**config.mk**
```make
export PLATFORM = sky130hd
export DESIGN_NAME = segdsl_ctrl
export DESIGN_NICKNAME = d
export VERILOG_FILES = /design/src/sv/segdsl_pkg.sv /design/src/sv/segdsl_ctrl.sv
export SDC_FILE = /design/constraint.sdc
export NUM_CORES = 1
export LEC_CHECK = 0
export ABC_AREA = 0
export ABC_CLOCK_PERIOD_IN_PS = 3700
export BUFFER_PORTS_ARGS = -buffer_cell sky130_fd_sc_hd__buf_2
export CAP_MARGIN = 20
export CORE_MARGIN = 2
export CORE_UTILIZATION = 30
export CTS_BUF_LIST = sky130_fd_sc_hd__clkbuf_8
export CTS_CLUSTER_SIZE = 28
export DETAILED_ROUTE_END_ITERATION = 8
export MAX_ROUTING_LAYER = met4
export PLACE_DENSITY_LB_ADDON = 0.12
export SYNTH_ARGS = -nofsm -noshare
export SYNTH_HDL_FRONTEND = slang
export SYNTH_SLANG_ARGS = --single-unit
export TNS_END_PERCENT = 10
```
**constraint.sdc**
```tcl
create_clock -name i_clk -period 3.7 [get_ports i_clk]
set_clock_uncertainty 0.05 [all_clocks]
set_input_delay 0.37 -clock i_clk [delete_from_list [all_inputs] [get_ports i_clk]]
set_output_delay 0.37 -clock i_clk [all_outputs]
set_load 0.03 [all_outputs]
```
**src/sv/segdsl_pkg.sv**
```systemverilog
package segdsl_pkg;

    // input item command codes
    localparam logic CMD_LOAD  = 1'b0;
    localparam logic CMD_QUERY = 1'b1;

    // configuration register indexes
    localparam logic [2:0] CFG_FIRST_X     = 3'd0;
    localparam logic [2:0] CFG_FIRST_Y     = 3'd1;
    localparam logic [2:0] CFG_FIRST_Z     = 3'd2;
    localparam logic [2:0] CFG_SECOND_X    = 3'd3;
    localparam logic [2:0] CFG_SECOND_Y    = 3'd4;
    localparam logic [2:0] CFG_SECOND_Z    = 3'd5;
    localparam logic [2:0] CFG_LAYER_COUNT = 3'd6;

    localparam logic [31:0] NO_LIMIT = 32'hFFFF_FFFF;

    // datapath widths
    localparam int DIFF_W = 33;   // coordinate difference
    localparam int MUL_W  = 34;   // multiplier operand
    localparam int PROD_W = 68;   // multiplier product
    localparam int SQ_W   = 66;   // sum of three squares
    localparam int DOT_W  = 68;   // signed dot product
    localparam int BIG_W  = 132;  // dividend / quotient shift register
    localparam int RAD_W  = 68;   // square root radicand
    localparam int ROOT_W = 34;   // distance
    localparam int SREM_W = 37;   // square root remainder

    // iteration counts
    localparam int MUL_STEPS  = 12;
    localparam int SQ_STEPS   = RAD_W / 2;
    localparam int DIV_MAP_N  = 64;
    localparam int DIV_PERP_N = BIG_W;
    localparam int DOT_STEPS  = 3;

    typedef enum logic [4:0] {
        ST_IDLE,
        ST_MUL,
        ST_CHK,
        ST_SQ_INIT,
        ST_SQ_RUN,
        ST_MAP_RD0,
        ST_MAP_C0,
        ST_WALK_RD,
        ST_WALK_CMP,
        ST_LO_RD,
        ST_LO_CAP,
        ST_IMUL,
        ST_IMUL_W,
        ST_DIV_MAP,
        ST_MAP_FIN,
        ST_DOT_CLR,
        ST_DOT_MUL,
        ST_DIV_PERP,
        ST_DONE
    } t_state;

    // multiplier operations; the first twelve run in counter order
    typedef enum logic [3:0] {
        MOP_VX2,
        MOP_VY2,
        MOP_VZ2,
        MOP_UX2,
        MOP_UY2,
        MOP_UZ2,
        MOP_WX2,
        MOP_WY2,
        MOP_WZ2,
        MOP_VWX,
        MOP_VWY,
        MOP_VWZ,
        MOP_DLL,
        MOP_DLH,
        MOP_DHH,
        MOP_INTERP
    } t_mop;

    typedef enum logic [1:0] {
        SRC_VV,
        SRC_UU,
        SRC_PERP
    } t_src;

    typedef enum logic {
        DIV_SPAN,
        DIV_WW
    } t_div_sel;

    typedef enum logic [1:0] {
        VAL_E0,
        VAL_NOLIMIT,
        VAL_INTERP
    } t_val;

    typedef struct packed {
        logic     load_point;
        logic     clr_acc;
        logic     clr_big;
        logic     tbl_we;
        logic     mul_en;
        t_mop     mop;
        logic     div_init;
        t_div_sel div_sel;
        logic     div_step;
        logic     sq_init;
        t_src     sq_sel;
        logic     sq_step;
        logic     cap_lo;
        logic     cap_hi;
        logic     best_upd;
        logic     best_init;
        t_val     val_sel;
    } t_dp_cmd;

    typedef struct packed {
        logic d_le_r;
        logic perp_ok;
    } t_dp_status;

endpackage

```
**src/sv/segdsl_ctrl.sv**
```systemverilog
module segdsl_ctrl #(
    parameter int LIDX_W = 3
) (
    input  logic                   i_clk,
    input  logic                   i_rst_n,
    input  logic                   start,
    input  logic                   i_command,
    input  segdsl_pkg::t_dp_status i_status,
    input  logic [LIDX_W-1:0]      i_n_m1,
    output segdsl_pkg::t_dp_cmd    o_cmd,
    output logic [LIDX_W-1:0]      o_addr,
    output logic                   busy,
    output logic                   o_valid
);

    segdsl_pkg::t_state r_state, n_state;
    segdsl_pkg::t_src   r_src, n_src;
    logic [7:0]         r_cnt, n_cnt;
    logic [LIDX_W-1:0]  r_idx, n_idx;
    logic               r_found, n_found;
    logic               r_perp, n_perp;

    // state and counters
    always_ff @(posedge i_clk) begin
        if (!i_rst_n) begin
            r_state <= segdsl_pkg::ST_IDLE;
            r_src   <= segdsl_pkg::SRC_VV;
            r_cnt   <= '0;
            r_idx   <= '0;
            r_found <= 1'b0;
            r_perp  <= 1'b0;
        end else begin
            r_state <= n_state;
            r_src   <= n_src;
            r_cnt   <= n_cnt;
            r_idx   <= n_idx;
            r_found <= n_found;
            r_perp  <= n_perp;
        end
    end

    assign busy    = (r_state != segdsl_pkg::ST_IDLE);
    assign o_valid = (r_state == segdsl_pkg::ST_DONE);

    // next state and datapath commands
    always_comb begin
        segdsl_pkg::t_state after_map;
        segdsl_pkg::t_src   after_src;

        n_state = r_state;
        n_src   = r_src;
        n_cnt   = r_cnt;
        n_idx   = r_idx;
        n_found = r_found;
        n_perp  = r_perp;
        o_addr  = '0;
        o_cmd   = '0;
        o_cmd.best_init = (r_src == segdsl_pkg::SRC_VV);

        // where to go once a distance has been mapped
        after_map = segdsl_pkg::ST_DONE;
        after_src = r_src;
        case (r_src)
            segdsl_pkg::SRC_VV: begin
                after_map = segdsl_pkg::ST_SQ_INIT;
                after_src = segdsl_pkg::SRC_UU;
            end
            segdsl_pkg::SRC_UU: begin
                after_map = r_perp ? segdsl_pkg::ST_DOT_CLR : segdsl_pkg::ST_DONE;
            end
            default: after_map = segdsl_pkg::ST_DONE;
        endcase

        case (r_state)
            segdsl_pkg::ST_IDLE: begin
                if (start) begin
                    if (i_command == segdsl_pkg::CMD_QUERY) begin
                        o_cmd.load_point = 1'b1;
                        o_cmd.clr_acc    = 1'b1;
                        n_cnt   = '0;
                        n_src   = segdsl_pkg::SRC_VV;
                        n_state = segdsl_pkg::ST_MUL;
                    end else begin
                        o_cmd.tbl_we = 1'b1;
                    end
                end
            end
            // squares and dot product, pipelined one product a cycle
            segdsl_pkg::ST_MUL: begin
                if (r_cnt < 8'(segdsl_pkg::MUL_STEPS)) begin
                    o_cmd.mul_en = 1'b1;
                    o_cmd.mop    = segdsl_pkg::t_mop'(r_cnt[3:0]);
                    n_cnt        = r_cnt + 8'd1;
                end else begin
                    n_state = segdsl_pkg::ST_CHK;
                end
            end
            segdsl_pkg::ST_CHK: begin
                n_perp  = i_status.perp_ok;
                n_state = segdsl_pkg::ST_SQ_INIT;
            end
            segdsl_pkg::ST_SQ_INIT: begin
                o_cmd.sq_init = 1'b1;
                o_cmd.sq_sel  = r_src;
                n_cnt         = '0;
                n_state       = segdsl_pkg::ST_SQ_RUN;
            end
            segdsl_pkg::ST_SQ_RUN: begin
                o_cmd.sq_step = 1'b1;
                n_cnt         = r_cnt + 8'd1;
                if (r_cnt == 8'(segdsl_pkg::SQ_STEPS - 1)) begin
                    n_state = segdsl_pkg::ST_MAP_RD0;
                end
            end
            segdsl_pkg::ST_MAP_RD0: begin
                n_state = segdsl_pkg::ST_MAP_C0;
            end
            // inside the first radius, no limit when at most one layer is in use, or start the walk from the top layer
            segdsl_pkg::ST_MAP_C0: begin
                if (i_status.d_le_r) begin
                    o_cmd.best_upd = 1'b1;
                    o_cmd.val_sel  = segdsl_pkg::VAL_E0;
                    n_state        = after_map;
                    n_src          = after_src;
                end else if (i_n_m1 == '0) begin
                    o_cmd.best_upd = 1'b1;
                    o_cmd.val_sel  = segdsl_pkg::VAL_NOLIMIT;
                    n_state        = after_map;
                    n_src          = after_src;
                end else begin
                    n_idx   = i_n_m1;
                    n_found = 1'b0;
                    n_state = segdsl_pkg::ST_WALK_RD;
                end
            end
            segdsl_pkg::ST_WALK_RD: begin
                o_addr  = r_idx;
                n_state = segdsl_pkg::ST_WALK_CMP;
            end
            segdsl_pkg::ST_WALK_CMP: begin
                if (i_status.d_le_r) begin
                    o_cmd.cap_hi = 1'b1;
                    n_found      = 1'b1;
                    if (r_idx == LIDX_W'(1)) begin
                        n_state = segdsl_pkg::ST_LO_RD;
                    end else begin
                        n_idx   = r_idx - LIDX_W'(1);
                        n_state = segdsl_pkg::ST_WALK_RD;
                    end
                end else if (r_found) begin
                    // the failing layer is the lower bound of the selected one
                    o_cmd.cap_lo = 1'b1;
                    n_state      = segdsl_pkg::ST_IMUL;
                end else begin
                    o_cmd.best_upd = 1'b1;
                    o_cmd.val_sel  = segdsl_pkg::VAL_NOLIMIT;
                    n_state        = after_map;
                    n_src          = after_src;
                end
            end
            segdsl_pkg::ST_LO_RD: begin
                n_state = segdsl_pkg::ST_LO_CAP;
            end
            segdsl_pkg::ST_LO_CAP: begin
                o_cmd.cap_lo = 1'b1;
                n_state      = segdsl_pkg::ST_IMUL;
            end
            // interpolation: product, then shared divider
            segdsl_pkg::ST_IMUL: begin
                o_cmd.mul_en   = 1'b1;
                o_cmd.mop      = segdsl_pkg::MOP_INTERP;
                o_cmd.div_init = 1'b1;
                o_cmd.div_sel  = segdsl_pkg::DIV_SPAN;
                n_state        = segdsl_pkg::ST_IMUL_W;
            end
            segdsl_pkg::ST_IMUL_W: begin
                n_cnt   = '0;
                n_state = segdsl_pkg::ST_DIV_MAP;
            end
            segdsl_pkg::ST_DIV_MAP: begin
                o_cmd.div_step = 1'b1;
                n_cnt          = r_cnt + 8'd1;
                if (r_cnt == 8'(segdsl_pkg::DIV_MAP_N - 1)) begin
                    n_state = segdsl_pkg::ST_MAP_FIN;
                end
            end
            segdsl_pkg::ST_MAP_FIN: begin
                o_cmd.best_upd = 1'b1;
                o_cmd.val_sel  = segdsl_pkg::VAL_INTERP;
                n_state        = after_map;
                n_src          = after_src;
            end
            // perpendicular term: dot squared over |w|^2
            segdsl_pkg::ST_DOT_CLR: begin
                o_cmd.clr_big = 1'b1;
                n_cnt         = '0;
                n_src         = segdsl_pkg::SRC_PERP;
                n_state       = segdsl_pkg::ST_DOT_MUL;
            end
            segdsl_pkg::ST_DOT_MUL: begin
                n_cnt = r_cnt + 8'd1;
                case (r_cnt)
                    8'd0: begin
                        o_cmd.mul_en   = 1'b1;
                        o_cmd.mop      = segdsl_pkg::MOP_DLL;
                        o_cmd.div_init = 1'b1;
                        o_cmd.div_sel  = segdsl_pkg::DIV_WW;
                    end
                    8'd1: begin
                        o_cmd.mul_en = 1'b1;
                        o_cmd.mop    = segdsl_pkg::MOP_DLH;
                    end
                    8'd2: begin
                        o_cmd.mul_en = 1'b1;
                        o_cmd.mop    = segdsl_pkg::MOP_DHH;
                    end
                    default: begin
                        n_cnt   = '0;
                        n_state = segdsl_pkg::ST_DIV_PERP;
                    end
                endcase
            end
            segdsl_pkg::ST_DIV_PERP: begin
                o_cmd.div_step = 1'b1;
                n_cnt          = r_cnt + 8'd1;
                if (r_cnt == 8'(segdsl_pkg::DIV_PERP_N - 1)) begin
                    n_state = segdsl_pkg::ST_SQ_INIT;
                end
            end
            segdsl_pkg::ST_DONE: begin
                n_state = segdsl_pkg::ST_IDLE;
            end
            default: n_state = segdsl_pkg::ST_IDLE;
        endcase
    end

endmodule

```
# Yosys cells after proc, flatten, opt, wreduce, memory -nomap -nowiden
# Index checks and enable logic that the tools add are counted.
[word_totals]
output_inout_bits = 27
elab_cells = 134
ff_bits = 20
in_bits = 9
[classes]
n_eq_ne = 40
n_reduce_logical = 17
n_mux = 68
magnitude_cmp = 1
n_addsub = 2
[ops]
columns = ["operator", "n"]
rows = [
  ["$pmux 5 s18", 1],
  ["$mux 5", 13],
  ["$eq 5x4->1 const B", 8],
  ["$pmux 8 s5", 1],
  ["$mux 8", 4],
  ["$pmux 5 s3", 2],
  ["$ne 2x2->1 const B", 14],
  ["$mux 2", 11],
  ["$mux 1", 21],
  ["$eq 5x3->1 const B", 4],
  ["$mux 3", 6],
  ["$eq 8x6->1 const B", 2],
  ["$eq 5x5->1 const B", 3],
  ["$reduce_bool 5->1", 3],
  ["$eq 5x2->1 const B", 2],
  ["$pmux 2 s5", 1],
  ["$pmux 5 s2", 1],
  ["$reduce_or 3->1", 3],
  ["$add 8x1->8 const B", 1],
  ["$eq 8x1->1 const B", 1],
  ["$eq 8x2->1 const B", 1],
  ["$eq 8x8->1 const B", 1],
  ["$logic_not 8->1", 1],
  ["$lt 8x4->1 const B", 1],
  ["20 further kinds", 22],
]

# Longest topological paths before layout
# Gate-level depths: netlist (run 1).
[logic_depth]
word_depth = 5
ltp_mapped = 7
mapped_depth_nobuf = 7

# Least setup slack after synthesis (run 1)
# OpenSTA, ideal clock, no wires.
[synth_path]
path_kind = "register to output"
from = "register r_state[0]"
to = "output o_cmd[7] (netlist bit)"
required_time_ns = 3.280
setup_slack_ns = 0.941
arrival_time_ns = 2.339
path_buffers = 2
stages_incl_launch_ff = 6
path_cell_list = "dfxtp_1 buf_2 clkbuf_1 nand2_1 nor4_1 and2_1"
[synth_lines]
columns = ["item", "line", "text"]
rows = [
  ["start: declaration", "segdsl_ctrl.sv:16", "segdsl_pkg::t_state r_state, n_state;"],
  ["start signal: assignment", "segdsl_ctrl.sv:26", "r_state <= segdsl_pkg::ST_IDLE;"],
  ["start signal: assignment", "segdsl_ctrl.sv:33", "r_state <= n_state;"],
  ["end: declaration", "segdsl_ctrl.sv:10", "output segdsl_pkg::t_dp_cmd o_cmd,"],
]

==> flow_results.xml, run 1 <==
<?xml version="1.0" encoding="UTF-8"?>
<metrics>
  <group name="worst_setup_path">
    <metric name="timing.critical_path.slowest_stage_cell" unit="">dfxtp_1</metric>
    <metric name="crit_fanout" unit="">25</metric>
    <metric name="critical_path_buf_inv_count" unit="">1</metric>
    <metric name="worst_endpoint_data_arrival_time" unit="ns">2.46</metric>
    <metric name="worst-endpoint-required" unit="ns">3.28</metric>
    <metric name="endpoint_kind" unit="">primary output</metric>
    <metric name="crit_path_max_incr_delay" unit="ns">0.57</metric>
    <metric name="crit_type" unit="">flop to primary output</metric>
    <metric name="timing.critical_path.max_delay_family" unit="">simple AND/OR/NAND/NOR gates</metric>
    <metric name="cp-start-kind" unit="">flop</metric>
    <metric name="crit_path_cells" unit="">nor3_2 -&gt; and4_1 -&gt; o31a_1 -&gt; or2_2 -&gt; a21o_1 -&gt; buf_2</metric>
  </group>
  <group name="synthesis">
    <metric name="post_synth_num_cell_types" unit="">58</metric>
    <metric name="synth_compound_gate_area_share" unit="">0.2074</metric>
    <metric name="synth_fa_ha_area_frac" unit="">0.04175</metric>
    <metric name="mappedNetlistNets" unit="">250</metric>
    <metric name="synth-simple-area-share" unit="">0.3827</metric>
    <metric name="ys_dominant_reg_cell" unit="">dfxtp_1</metric>
    <metric name="yosysWarnings" unit="">0</metric>
    <metric name="multiplexer_share_of_the_synthesized_area" unit="">0.05150</metric>
    <metric name="synthesis.instances" unit="">235</metric>
    <metric name="synth_top_family_by_area" unit="">simple AND/OR/NAND/NOR gates</metric>
    <metric name="synth_edf_count" unit="">0</metric>
    <metric name="synth.yosys.seq_area_share" unit="">0.2227</metric>
    <metric name="synth_xor_xnor_area_share" unit="">0.03410</metric>
    <metric name="ys_ff_latch" unit="">20</metric>
    <metric name="syn_avg_cell_area" unit="um2">7.651</metric>
    <metric name="mappedNetlistArea" unit="mm2">0.001798</metric>
    <metric name="synthArstFlopShare" unit="">0</metric>
  </group>
  <group name="cells_and_area">
    <metric name="layout-drive-gt1-share" unit="">0.2008</metric>
    <metric name="layout.nets" unit="">275</metric>
    <metric name="insertedDiodeCount" unit="">0</metric>
    <metric name="utilization" unit="">0.3541</metric>
    <metric name="area.growth.synth_to_final" unit="%">15.24</metric>
  </group>
  <group name="timing">
    <metric name="fin_tns_setup" unit="ns">0</metric>
    <metric name="setup_violations_final" unit="">0</metric>
    <metric name="grt_setup_unrepaired" unit="">false</metric>
    <metric name="timing.fmax" unit="GHz">0.3478</metric>
    <metric name="final.min_clock_period" unit="ns">2.875</metric>
    <metric name="finalHoldViolations" unit="">0</metric>
    <metric name="tightest_slew" unit="ns">0.8003</metric>
    <metric name="final-max-slew-violation-count" unit="">0</metric>
    <metric name="fin_crit_sh" unit="">0.7771</metric>
    <metric name="slew-limit-headroom" unit="">0.4657</metric>
  </group>
  <group name="drt">
    <metric name="first_iter_violations" unit="">151</metric>
    <metric name="count_of_antenna_violating_nets_left_after_detailed_routing" unit="">0</metric>
    <metric name="routed_via_density" unit="">5.392</metric>
    <metric name="detail_route.wirelength" unit="um">5287</metric>
    <metric name="post_route_drc_violation_count" unit="">0</metric>
    <metric name="wire_per_inst" unit="um">15.83</metric>
    <metric name="firstDrtPassIters" unit="">4</metric>
    <metric name="route.vias.total" unit="">1801</metric>
  </group>
  <group name="pwr">
    <metric name="combinationalPowerShare" unit="">0.416</metric>
    <metric name="leak_pwr" unit="nW">0.8716</metric>
    <metric name="p_sw" unit="uW">362.0</metric>
    <metric name="p_total" unit="uW">870.9</metric>
    <metric name="clkPwrFrac" unit="">0.259</metric>
    <metric name="power.switching_fraction" unit="">0.4157</metric>
    <metric name="vdd_drop_max" unit="mV">0.2293</metric>
    <metric name="power.sequential.fraction" unit="">0.325</metric>
    <metric name="power.density_cell_area" unit="mW/mm2">420.3</metric>
    <metric name="internal-power" unit="uW">508.9</metric>
  </group>
  <group name="global_routing">
    <metric name="grt_pass1_vias" unit="">1649</metric>
    <metric name="grt_first_pass_wirelength" unit="um">8521</metric>
    <metric name="number_of_antenna_violations_at_the_first_check_in_global_routing" unit="">0</metric>
    <metric name="sum_of_overflow_across_all_layers_after_global_routing" unit="">0</metric>
    <metric name="grtUsageTotal" unit="">0.1701</metric>
    <metric name="grt_start_max_net_pins" unit="">26</metric>
  </group>
  <group name="hold_path">
    <metric name="min-delay-path-class" unit="">primary input to flop</metric>
  </group>
  <group name="placed_design">
    <metric name="numPortBuffers" unit="">35</metric>
    <metric name="finalWeightedCongestion" unit="">0.8430</metric>
    <metric name="hpwl_after_detailed_placement" unit="um">3929</metric>
  </group>
  <group name="cts">
    <metric name="clock_root_buffer_master" unit="">clkbuf_8</metric>
    <metric name="cts-resized-gates" unit="">0</metric>
    <metric name="tritoncts_clock_tree" unit="">done</metric>
    <metric name="cts.path.max_buffers" unit="">2</metric>
    <metric name="total_cts_buffers" unit="">3</metric>
    <metric name="cts_hold_buffers" unit="">0</metric>
    <metric name="clkTransAtPathRegs" unit="ns">0.08</metric>
    <metric name="cts_post_setup_buffers_inserted" unit="">0</metric>
    <metric name="clock_sinks" unit="">20</metric>
    <metric name="clk-insertion-delay-late" unit="ns">0.27</metric>
    <metric name="ctsHtreeMaxLevel" unit="">1</metric>
  </group>
  <group name="die">
    <metric name="num_rows" unit="">28</metric>
    <metric name="die_area" unit="mm2">0.006628</metric>
    <metric name="area_of_the_core" unit="mm2">0.005851</metric>
    <metric name="chipHeight" unit="um">81.42</metric>
    <metric name="ios" unit="">36</metric>
    <metric name="initial_core_util" unit="">0.3073</metric>
    <metric name="dieWidth" unit="um">81.42</metric>
  </group>
  <group name="run_status">
    <metric name="outcome" unit="">completed</metric>
  </group>
  <group name="flow_run">
    <metric name="maxCapViolCount" unit="">0</metric>
  </group>
</metrics>
[power by group through the flow]
stage,clock network [mW],registers (mW),logic [mW]
3_5_place_dp,0,0.288,0.361
5_1_grt,0.243,0.289,0.402
6_report,0.225,0.283,0.363
4_1_cts,0.232,0.283,0.364
2_1_floorplan,0,0.247,0.315
3_3_place_gp,0,0.287,0.367
[layout by cell type, fill, tap and decap left out, types with 3 or more instances in the layout]
cell and instances:
and2_1 5, nor3b_1 4, nor3_1 10, or4_1 3
a211oi_1 3, inv_1 9, nor4_1 3, nand2b_1 4
and3_1 4, buf_2 35, nor2_1 24, or2_2 3
nand4_1 6, nand3_1 7, o21ai_0 7, clkbuf_8 3
nand2_1 17, dfxtp_1 20, ha_1 6, nand3b_1 5
or3_1 4, o31ai_1 3, a21oi_1 10, xor2_1 6
and4_1 3, mux2i_1 7, nor2b_1 6
[metrics by stage]
step / setup slack (ns) / instances / instance area, um2 / hold WS [ns]
final: 0.8247 / 334 / 2072 / 0.2903
after global routing: 0.6200 / 334 / 2072 / 0.3169
after CTS: 0.8524 / 334 / 2072 / 0.2888
after detailed placement: 1.183 / 330 / 2001 / 0.4426
after global placement: 1.194 / 330 / 2001 / 0.4441
after floorplan: 0.9407 / 235 / 1798 / 0.4239
[worst register-to-register path, stage by stage (launching register included)]
cell	delay, ns
dfxtp_1	0.85
nor2b_1	0.24
nor4bb_1	0.35
buf_4	0.22
nand3_4	0.12
o31ai_4	0.47
nor2_1	0.10
[cell usage after synthesis, types with 7 or more instances]
cell      count  area share
nor2_1       24       0.050
dfxtp_1      20        0.22
nand2_1      17       0.035
a21oi_1      10       0.028
nor3_1       10       0.028
inv_1         9       0.019
buf_2         7       0.019
clkbuf_1      7       0.015
mux2i_1       7       0.039
nand3_1       7       0.019
o21ai_0       7       0.019
[sequential cells by signal, summed over array words and instances, names as in the netlist]
| name | count |
|---|---|
| r_found | 1 |
| r_idx | 3 |
| r_state | 5 |
| r_perp | 1 |
| r_src | 2 |
| r_cnt | 8 |
[path summary, 6_finish.rpt]
kind	slack, ns	from	end	depth (start not counted)
worst max-delay path	0.82	r_state[2]$_SDFFE_PN0P_	o_cmd[15]	6
worst min register to register	0.45	r_idx[1]$_SDFFE_PN0P_	r_idx[1]$_SDFFE_PN0P_	2
worst max register to register	1.18	r_state[2]$_SDFFE_PN0P_	r_cnt[7]$_SDFFE_PN0P_	6
worst min-delay path	0.29	i_status[0]	r_perp$_SDFFE_PN0N_	3
[logic make-up (layout without fill, tap and decap cells)]
kind of cell / count (synthesis) / count (layout)
AO/OA/AOI/OAI: 49 / 49
flip-flops: 20 / 20
XOR/XNOR: 7 / 7
buffers and inverters: 25 / 49
adder cells (fa/ha/maj): 6 / 6
AND/OR/NAND/NOR: 119 / 119
multiplexers: 9 / 9
[layer usage]
layer / vias to the layer above / wire (um) / GRT usage
met4: 0 / 50 / 0.04576
met2: 36 / 2448 / 0.2615
met1: 851 / 2604 / 0.2369
met3: 4 / 184 / 0.01868
li1: 910 / - / -
met5: - / 0 / -
[cell type report]
cell class | count | area (um2)
clock buffers | 3 | 41.29
clock inverters | 1 | 30.03
fillers | 629 | 3779
inverters | 9 | 33.78
multi-input cells | 190 | 1290
flip-flops and latches | 20 | 400.4
well taps | 75 | 93.84
repair buffers | 36 | 182.7
Note: power is estimated with default switching activity, not from simulation.
==> run 2, diff against run 1 <==
--- a/config.mk
+++ b/config.mk
@@ -6,7 +6,7 @@
 export NUM_CORES = 1
 export LEC_CHECK = 0
 export ABC_AREA = 0
-export ABC_CLOCK_PERIOD_IN_PS = 3700
+export ABC_CLOCK_PERIOD_IN_PS = 2900
 export BUFFER_PORTS_ARGS = -buffer_cell sky130_fd_sc_hd__buf_2
 export CAP_MARGIN = 20
 export CORE_MARGIN = 2
==> constraint.sdc (replaced) <==
create_clock -name i_clk -period 2.9 [get_ports i_clk]
set_clock_uncertainty 0.05 [all_clocks]
set_input_delay 0.29 -clock i_clk [delete_from_list [all_inputs] [get_ports i_clk]]
set_output_delay 0.29 -clock i_clk [all_outputs]
set_load 0.03 [all_outputs]
==> run 2 against run 1 <==
Net effect: final cell count increased by 1.5%; register-to-register slack worse by 0.51 ns; total power up 19%; die area unchanged; clock-buffer cell count unchanged; clock power fell by 16%; non-clock buffer count up 6; wire length is 3.7% higher; largest power group unchanged; highest routed layer unchanged.
==> flow_results.xml, run 2 (synthesized netlist as in run 1, its figures left out) <==
<?xml version="1.0" encoding="UTF-8"?>
<metrics>
  <group name="pwr">
    <metric name="p_sw" unit="uW">458.0</metric>
    <metric name="power.density_cell_area" unit="mW/mm2">494.5</metric>
    <metric name="internal-power" unit="uW">574.0</metric>
    <metric name="leak_pwr" unit="nW">0.8890</metric>
    <metric name="power.sequential.fraction" unit="">0.340</metric>
    <metric name="vdd_drop_max" unit="mV">0.2112</metric>
    <metric name="clkPwrFrac" unit="">0.184</metric>
    <metric name="power.switching_fraction" unit="">0.4438</metric>
    <metric name="combinationalPowerShare" unit="">0.477</metric>
  </group>
  <group name="global_routing">
    <metric name="grt_start_max_net_pins" unit="">20</metric>
    <metric name="sum_of_overflow_across_all_layers_after_global_routing" unit="">0</metric>
    <metric name="grt_use_met3" unit="">0.02308</metric>
    <metric name="global_route.usage.met1" unit="">0.2314</metric>
    <metric name="grt_busiest_layer" unit="">met2</metric>
    <metric name="grt_pass1_vias" unit="">1678</metric>
    <metric name="grt_first_pass_wirelength" unit="um">8590</metric>
    <metric name="grtUsageTotal" unit="">0.1732</metric>
    <metric name="grt.met2_usage" unit="">0.2648</metric>
    <metric name="number_of_antenna_violations_at_the_first_check_in_global_routing" unit="">0</metric>
  </group>
  <group name="cts">
    <metric name="cts_hold_buffers" unit="">0</metric>
    <metric name="tritoncts_clock_tree" unit="">done</metric>
    <metric name="clk-insertion-delay-late" unit="ns">0.26</metric>
    <metric name="cts_post_setup_buffers_inserted" unit="">0</metric>
    <metric name="cts-resized-gates" unit="">0</metric>
    <metric name="ctsHtreeMaxLevel" unit="">1</metric>
    <metric name="total_cts_buffers" unit="">3</metric>
    <metric name="clkTransAtPathRegs" unit="ns">0.08</metric>
    <metric name="cts.path.max_buffers" unit="">2</metric>
    <metric name="clock_sinks" unit="">20</metric>
    <metric name="clock_root_buffer_master" unit="">clkbuf_8</metric>
  </group>
  <group name="placed_design">
    <metric name="finalWeightedCongestion" unit="">0.8580</metric>
    <metric name="place_worst_setup_slack" unit="ns">0.5939</metric>
    <metric name="numPortBuffers" unit="">35</metric>
    <metric name="hpwl_after_detailed_placement" unit="um">4125</metric>
  </group>
  <group name="timing">
    <metric name="setup_violations_final" unit="">0</metric>
    <metric name="tightest_slew" unit="ns">0.6208</metric>
    <metric name="postLayoutSetupSlackWorst" unit="ns">0.3173</metric>
    <metric name="fin_tns_setup" unit="ns">0</metric>
    <metric name="fin_crit_sh" unit="">0.8906</metric>
    <metric name="grt_setup_unrepaired" unit="">false</metric>
    <metric name="timing.hold.ws" unit="ns">0.2229</metric>
    <metric name="finalHoldViolations" unit="">0</metric>
    <metric name="final.min_clock_period" unit="ns">2.583</metric>
    <metric name="final-max-slew-violation-count" unit="">0</metric>
    <metric name="slew-limit-headroom" unit="">0.5856</metric>
    <metric name="timing.fmax" unit="GHz">0.3872</metric>
  </group>
  <group name="worst_setup_path">
    <metric name="worst_endpoint_data_arrival_time" unit="ns">2.24</metric>
    <metric name="worst-endpoint-required" unit="ns">2.56</metric>
    <metric name="crit_fanout" unit="">18</metric>
    <metric name="startpoint" unit="">r_state[0]$_SDFFE_PN0P_</metric>
    <metric name="cp-start-kind" unit="">flop</metric>
    <metric name="timing.critical_path.slowest_stage_cell" unit="">dfxtp_1</metric>
    <metric name="crit_path_cells" unit="">nand2_1 -&gt; nor3_1 -&gt; or2_2 -&gt; a21o_1 -&gt; buf_2</metric>
    <metric name="endpoint_kind" unit="">primary output</metric>
    <metric name="crit_path_max_incr_delay" unit="ns">0.65</metric>
    <metric name="crit_type" unit="">flop to primary output</metric>
    <metric name="rr_startpoint" unit="">r_state[2]$_SDFFE_PN0P_</metric>
  </group>
  <group name="flow_run">
    <metric name="maxCapViolCount" unit="">0</metric>
  </group>
  <group name="cells_and_area">
    <metric name="layout-drive-gt1-share" unit="">0.2159</metric>
    <metric name="layout_top_registers" unit="">r_cnt x8, r_state x5, r_idx x3</metric>
    <metric name="top_register" unit="">r_cnt</metric>
    <metric name="layout.nets" unit="">281</metric>
    <metric name="insertedDiodeCount" unit="">0</metric>
    <metric name="layout.cells.most_common" unit="">buf_2</metric>
    <metric name="mostFrequentLayoutCells" unit="">35 x buf_2, 24 x nor2_1, 20 x dfxtp_1</metric>
    <metric name="area.growth.synth_to_final" unit="%">16.08</metric>
    <metric name="fillerInstances" unit="">649</metric>
    <metric name="largest_reg_flops" unit="">8</metric>
  </group>
  <group name="drt">
    <metric name="wire_per_inst" unit="um">16.17</metric>
    <metric name="count_of_antenna_violating_nets_left_after_detailed_routing" unit="">0</metric>
    <metric name="firstDrtPassIters" unit="">4</metric>
    <metric name="routed_via_density" unit="">5.454</metric>
    <metric name="route.vias.total" unit="">1849</metric>
    <metric name="post_route_drc_violation_count" unit="">0</metric>
    <metric name="detail_route.wirelength" unit="um">5481</metric>
    <metric name="first_iter_violations" unit="">113</metric>
  </group>
  <group name="die">
    <metric name="area_of_the_core" unit="mm2">0.005851</metric>
    <metric name="num_rows" unit="">28</metric>
    <metric name="ios" unit="">36</metric>
    <metric name="initial_core_util" unit="">0.3073</metric>
    <metric name="die_area" unit="mm2">0.006628</metric>
    <metric name="chipHeight" unit="um">81.42</metric>
    <metric name="dieWidth" unit="um">81.42</metric>
  </group>
  <group name="hold_path">
    <metric name="hold_path_startpoint" unit="">i_status[0]</metric>
    <metric name="min-delay-path-class" unit="">primary input to flop</metric>
  </group>
  <group name="run_status">
    <metric name="outcome" unit="">completed</metric>
  </group>
</metrics>
run 2: final cells by class:
| class | count | area [um2] | area share |
|---|---|---|---|
| clock buffer | 3 | 41.29 | 0.01978 |
| inverter | 9 | 33.78 | 0.01619 |
| multi-input combinational | 190 | 1290 | 0.6181 |
| sequential | 20 | 400.4 | 0.1918 |
| tap | 75 | 93.84 | 0.04496 |
| timing repair buffer | 42 | 227.7 | 0.1091 |
run 2: routing by layer:
metal  part of all wire  up-vias
li1                   -      924
met5                  0        -
met2               0.46       48
met4              0.018        0
met3              0.038       10
met1               0.49      867
run 2: final timing paths:
check                                to  slack, ns  cells past startpoint
hold / removal      r_perp$_SDFFE_PN0N_       0.22                      3
setup reg to reg  r_cnt[2]$_SDFFE_PN0P_       0.67                      7
hold reg to reg   r_idx[1]$_SDFFE_PN0P_       0.45                      2
setup / recovery              o_cmd[16]       0.32                      5
run 2: stage by stage:
| stage | area [um2] | total power, mW | util | std cells |
|---|---|---|---|---|
| finish | 2087 | 1.032 | 0.3567 | 339 |
| global route | 2087 | 1.115 | 0.3567 | 339 |
| floorplan | 1798 | 0.7178 | - | 235 |
| global placement | 2046 | 0.8527 | 0.3497 | 336 |
| detailed placement | 2046 | 0.8531 | 0.3497 | 336 |
| CTS | 2087 | 1.045 | 0.3567 | 339 |
run 2: worst max-delay path: cells and delay by family (launching register included):
kind / cells / cell delay (ns)
AND/OR/NAND/NOR: 3 / 1.07
buffers and inverters: 1 / 0.18
flip-flops: 1 / 0.65
AO/OA/AOI/OAI: 1 / 0.07
run 2: power by group through the flow:
stage          Sequential, mW  Combinational, mW  Clock (mW)
2_1_floorplan           0.316              0.402           0
3_3_place_gp            0.357              0.496           0
3_5_place_dp            0.356              0.497           0
4_1_cts                 0.350              0.500       0.196
5_1_grt                 0.359              0.544       0.212
6_report                0.351              0.492       0.189
